[src/rtl/shbi_pkg.sv]
`default_nettype none

package shbi_pkg;

   // Number of remix retries after the hash, when the value falls in the biased tail
   localparam int MAX_RETRIES = 4;

   // Mixing constants
   localparam logic [31:0] GOLDEN    = 32'h9E3779B9;
   localparam logic [31:0] MIX_MUL1  = 32'h85EBCA6B;
   localparam logic [31:0] MIX_MUL2  = 32'hC2B2AE35;
   localparam logic [31:0] SALT_BASE = 32'hA5A5A5A5;
   localparam logic [31:0] ALL_ONES  = 32'hFFFFFFFF;

   // Remainder pipeline: quotient bits resolved per stage and stage count
   localparam int DVD_W       = 32;
   localparam int REM_STEP    = 4;
   localparam int DIV_STAGES  = DVD_W / REM_STEP;

   // Request register, limit remainder, three hash rounds, retries, index remainder, output;
   // each mix round is two register stages
   localparam int LATENCY = 2 + 2 * DIV_STAGES + 2 * (3 + MAX_RETRIES);

   typedef struct packed {
      logic [7:0]  category;
      logic [31:0] input_id;
      logic [15:0] location_key;
      logic [15:0] bound;
   } req_type;

   typedef struct packed {
      logic [31:0] hash_value;
      logic [15:0] index;
   } rsp_type;

   // Everything that travels with an item down the pipeline
   typedef struct packed {
      logic [15:0] bound;
      logic [31:0] input_id;
      logic [15:0] location_key;
      logic [31:0] limit;
      logic [31:0] hash;
      logic [31:0] val;
      logic        skip;
   } ctx_type;

   // Value XORed in before retry number r (from 1)
   function automatic logic [31:0] retry_key(input int unsigned r);
      logic [31:0] rr;
      rr = 32'(r);
      return GOLDEN * rr;
   endfunction

endpackage

`default_nettype wire

[src/rtl/shbi_mix.sv]
`default_nettype none

module shbi_mix (
   input  wire logic             clock,
   input  wire logic             reset,
   input  wire logic             in_valid,
   input  wire shbi_pkg::ctx_type in_ctx,
   input  wire logic [31:0]      in_pre,
   output logic                  out_valid,
   output shbi_pkg::ctx_type     out_ctx
);

   logic [1:0]        vld_ff;
   shbi_pkg::ctx_type ctx_a_ff;
   shbi_pkg::ctx_type ctx_b_ff;
   logic [31:0]       mul_a_ff;
   logic [31:0]       mul_a_in;
   logic [31:0]       mul_b_ff;
   logic [31:0]       mul_b_in;
   logic [31:0]       mixed;

   // First half: XOR in the pre value, add golden ratio, fold high half, first multiply
   always_comb begin
      logic [31:0] x;
      x = (in_ctx.val ^ in_pre) + shbi_pkg::GOLDEN;
      x = x ^ (x >> 16);
      mul_a_in = x * shbi_pkg::MIX_MUL1;
   end

   // Second half: fold by 13, second multiply
   always_comb begin
      logic [31:0] y;
      y = mul_a_ff ^ (mul_a_ff >> 13);
      mul_b_in = y * shbi_pkg::MIX_MUL2;
   end

   // Advance valid bits
   always_ff @(posedge clock) begin
      if (reset) begin
         vld_ff <= '0;
      end else begin
         vld_ff <= {vld_ff[0], in_valid};
      end
   end

   // Advance payload
   always_ff @(posedge clock) begin
      mul_a_ff <= mul_a_in;
      ctx_a_ff <= in_ctx;
      mul_b_ff <= mul_b_in;
      ctx_b_ff <= ctx_a_ff;
   end

   // Final fold; a skipped item keeps its incoming value
   always_comb begin
      mixed   = mul_b_ff ^ (mul_b_ff >> 16);
      out_ctx = ctx_b_ff;
      if (!ctx_b_ff.skip) begin
         out_ctx.val = mixed;
      end
   end

   assign out_valid = vld_ff[1];

endmodule

`default_nettype wire

[config.mk]
export PLATFORM = sky130hd
export DESIGN_NAME = shbi_mix
export DESIGN_NICKNAME = d
export VERILOG_FILES = /design/src/rtl/shbi_pkg.sv /design/src/rtl/shbi_mix.sv
export SDC_FILE = /design/constraint.sdc
export NUM_CORES = 2
export LEC_CHECK = 0
export ABC_CLOCK_PERIOD_IN_PS = 14800
export BUFFER_PORTS_ARGS = -buffer_cell sky130_fd_sc_hd__buf_4
export CORE_ASPECT_RATIO = 0.8
export CORE_MARGIN = 3
export CORE_UTILIZATION = 45
export DETAILED_ROUTE_END_ITERATION = 12
export PLACE_DENSITY_LB_ADDON = 0.15
export REMOVE_ABC_BUFFERS = 1
export SLEW_MARGIN = 20
export SYNTH_ARGS = -nofsm -noshare
export SYNTH_HDL_FRONTEND = slang
export SYNTH_SLANG_ARGS = --single-unit
[constraint.sdc]
create_clock -name clock -period 14.8 [get_ports clock]
set_clock_uncertainty 0.15 [all_clocks]
set_input_delay 0.74 -clock clock [delete_from_list [all_inputs] [get_ports clock]]
set_output_delay 0.74 -clock clock [all_outputs]
set_load 0.03 [all_outputs]
==> impl_summary.log <==
INFO  metric drt_first_iter_violations = around 900
INFO  metric drtPass1Iterations = 5
INFO  metric status = finished clean
INFO  metric finalHoldViolations = 0
INFO  metric rel_slew_slack = 28.4%
INFO  metric yosys_register_bits = 388
INFO  metric clk_pin_slew_worst_setup_hold_paths = approximately 0.06 ns
INFO  metric asyncSetResetFlopFracSynth = 0%
INFO  metric post-route-util = between 50% and 60%
INFO  metric timing.final.crit_share = approximately 64%
INFO  metric antenna_found_initial = 3
INFO  metric holdCritPathClass = input port to register
INFO  metric layout-drive-gt1-share = approximately 17%
INFO  metric die_h = around 230 µm
INFO  metric synth.cell_area = approximately 0.028 mm²
INFO  metric global_route.usage.total = 23.0%
INFO  metric grt_pass1_vias = roughly 19,000
INFO  metric worst_path_max_delay_cell = sky130_fd_sc_hd__xor2_1
INFO  metric cts.root.buffer_cell = sky130_fd_sc_hd__clkbuf_16
INFO  metric grt_max_degree = 50
INFO  metric drc = 0
INFO  metric cp.required = about 15 ns
INFO  metric number_of_buffers_inserted_during_clock_tree_synthesis = 39
INFO  metric critical_path_source_type = input port
INFO  metric rr_worst_depth = 23
INFO  metric dieArea = 0.0653 mm²
INFO  metric clock_path_buffers = 3
INFO  metric critPathMaxFanout = 7
INFO  metric drtAntennaViolNets = 0
INFO  metric hold_end = ctx_a_ff[111]$_DFF_P_
INFO  metric r2r-start = mul_a_ff[23]$_DFF_P_
INFO  metric grt.busiest_layer = met2
INFO  metric clock_insertion_delay_worst_skew = ~0.57 ns
INFO  metric port_buffers = between 300 and 400
INFO  metric synthCells = around 2,500
INFO  metric grt_pass1_wl = roughly 110,000 µm
INFO  metric floorplan.die.width = around 290 µm
INFO  metric groute.layer.met2.usage = 35.3%
INFO  metric initial_utilization = between 40% and 50%
INFO  metric setup.worst_path.class = input port to register
INFO  metric totalNegativeSetupSlack = 0 ns
INFO  metric synth.yosys.warnings = 0
INFO  metric cts.repair.resized = 0
INFO  metric unrepaired_setup_endpoints_after_global_routing = false
INFO  metric dp.final_hpwl = between 60,000 and 70,000 µm
INFO  metric finalSetupViolations = 0
INFO  metric endpoint_kind = register
INFO  metric cts_tree = yes
INFO  metric synth_seq_area_share = between 20 and 30%
INFO  metric grt_util_met1 = 31.8%
INFO  metric netlist-cell-type-count = 61
INFO  metric nets = 3,764
INFO  metric post-cts-setup-buffer-count = 0
INFO  metric use_met3 = around 7.3%
INFO  metric post_drt_wl_per_cell = 20.1 µm
INFO  metric crit_path_frequent_cell = sky130_fd_sc_hd__fa_1
INFO  metric hold_buffers = 0
INFO  metric final_common_cell = sky130_fd_sc_hd__inv_1
INFO  metric cts.sink_count = 388
INFO  metric postSynth.topFlopCell = sky130_fd_sc_hd__dfxtp_1
INFO  metric detail_route.wirelength = around 74,000 µm
INFO  metric maxCapViolations = 0
INFO  metric fmax = ~110 MHz
INFO  metric placer_congestion_estimate = just over 0.9
INFO  metric timing.final.crit_period = 9.50 ns
INFO  metric rrSetupSlack = a little over 7 ns
INFO  metric core = between 0.06 and 0.07 mm²
INFO  metric holdCritStartpoint = in_ctx[111]
INFO  metric tightest_slew = 1.07 ns
INFO  metric synth_edf_count = 0
INFO  metric cts_htree_levels = 2
INFO  metric regToRegEndpoint = mul_b_ff[31]$_DFF_P_
INFO  metric cp.arrival = approximately 9.8 ns
INFO  metric grt_overflow = 0
INFO  metric syn_to_final_growth = 15.2%
INFO  metric std_cell_rows = around 80
INFO  metric final-max-slew-violation-count = 0
INFO  metric avgSynthCellArea = ~11 µm²
INFO  metric io_pins = 358
INFO  metric cp_slowest_stage_delay = approximately 0.78 ns
INFO  metric min_path_cells = 1
INFO  metric layout_common_cells = sky130_fd_sc_hd__inv_1 (642), sky130_fd_sc_hd__fa_1 (394), sky130_fd_sc_hd__dfxtp_1 (387)
INFO  metric num_vias = 17,154
INFO  metric number_of_vias_per_cell_after_detailed_routing = around 4.7
[area by class of cell]
cell class              instances  area [µm²]
clock buffers                  51        1100
multi-input cells            1348       16900
inverters                     642        2410
fillers                      5542       29100
clock inverters                21         288
well taps                     830        1040
diodes                          1        2.50
repair buffers                373        2800
flip-flops and latches        388        7770
[stage by stage]
step           setup WS, ns  cells  area, µm²  hold WS [ns]
2_1_floorplan          6.08   2378      27000         0.160
4_1_cts                5.33   3653      32300        0.0761
3_5_place_dp           4.78   3581      30900         0.162
3_3_place_gp           4.78   3581      30900         0.160
6_report               5.30   3654      32300         0.106
5_1_grt                4.86   3653      32300        0.0841
[metal layers]
metal | vias up | wire length, µm | part of all wire (%)
met2 | 443 | 32600 | 44
met5 | - | 26 | 0.035
li1 | 8079 | - | -
met1 | 8525 | 32900 | 45
met4 | 4 | 1650 | 2.2
met3 | 103 | 6340 | 8.6
[critical path: cells and delay by family]
family          cells  cell delay, ns
fa+ha+maj          10            4.67
xor+xnor            4            1.41
compound gates      9            2.28
buf+inv             7            0.71
[cells by family (layout without fill, tap and decap cells)]
| kind of cell | Yosys count | after routing | share of synthesized area (%) |
|---|---|---|---|
| compound gates | 170 | 170 | 4.01 |
| buf+inv | 780 | 1087 | 12.2 |
| mux | 18 | 18 | 0.714 |
| other cells | 0 | 1 | 0 |
| flops | 388 | 388 | 27.7 |
| xor+xnor | 231 | 231 | 7.51 |
| fa+ha+maj | 776 | 776 | 45.2 |
| simple gates | 153 | 153 | 2.67 |
[sequential cells by signal (all words and copies together) (netlist names)]
name / cells
ctx_a_ff: 161
ctx_b_ff: 32
mul_a_ff: 32
mul_b_ff: 32
out_ctx: 129
vld_ff: 2
[synthesized netlist by cell type (3+ instances only)]
master,instances,share of area (%)
sky130_fd_sc_hd__buf_4,129,3.5
sky130_fd_sc_hd__a2111oi_0,5,0.16
sky130_fd_sc_hd__clkbuf_1,9,0.12
sky130_fd_sc_hd__a31oi_1,8,0.18
sky130_fd_sc_hd__a221oi_1,4,0.12
sky130_fd_sc_hd__and3_1,3,0.067
sky130_fd_sc_hd__xor2_1,69,2.2
sky130_fd_sc_hd__xnor2_1,155,4.8
sky130_fd_sc_hd__nand2_1,41,0.55
sky130_fd_sc_hd__a21oi_1,49,0.88
sky130_fd_sc_hd__a21o_1,20,0.54
sky130_fd_sc_hd__nor2_1,39,0.52
sky130_fd_sc_hd__nor2b_1,9,0.20
sky130_fd_sc_hd__nand2b_1,10,0.22
sky130_fd_sc_hd__inv_1,642,8.6
sky130_fd_sc_hd__mux2_2,16,0.64
sky130_fd_sc_hd__o21bai_1,11,0.29
sky130_fd_sc_hd__a21boi_0,4,0.11
sky130_fd_sc_hd__o21a_1,6,0.16
sky130_fd_sc_hd__dfxtp_1,388,28
sky130_fd_sc_hd__nand3_1,12,0.21
sky130_fd_sc_hd__o211ai_1,4,0.11
sky130_fd_sc_hd__a211oi_1,6,0.16
sky130_fd_sc_hd__nand4_1,4,0.089
sky130_fd_sc_hd__nor3_1,13,0.23
sky130_fd_sc_hd__o21ai_0,37,0.66
sky130_fd_sc_hd__fa_1,394,28
sky130_fd_sc_hd__nand2_2,3,0.067
sky130_fd_sc_hd__xor2_2,3,0.17
sky130_fd_sc_hd__and2_1,5,0.11
sky130_fd_sc_hd__ha_1,382,17
[worst max-delay path by stage]
stage | depth (start not counted) | slack [ns] | from | to
2_1_floorplan | 29 | 6.08 | in_pre[0] | mul_a_ff[31]$_DFF_P_
3_3_place_gp | 32 | 4.78 | in_pre[0] | mul_a_ff[30]$_DFF_P_
3_5_place_dp | 28 | 4.78 | in_pre[14] | mul_a_ff[30]$_DFF_P_
4_1_cts | 30 | 5.33 | in_pre[14] | mul_a_ff[30]$_DFF_P_
5_1_grt | 30 | 4.86 | in_pre[0] | mul_a_ff[30]$_DFF_P_
6_report | 30 | 5.30 | in_pre[0] | mul_a_ff[30]$_DFF_P_
Power is left out: the tool's default activity adds up to more than one toggle a clock period on the data nets, which glitch-free logic cannot reach.
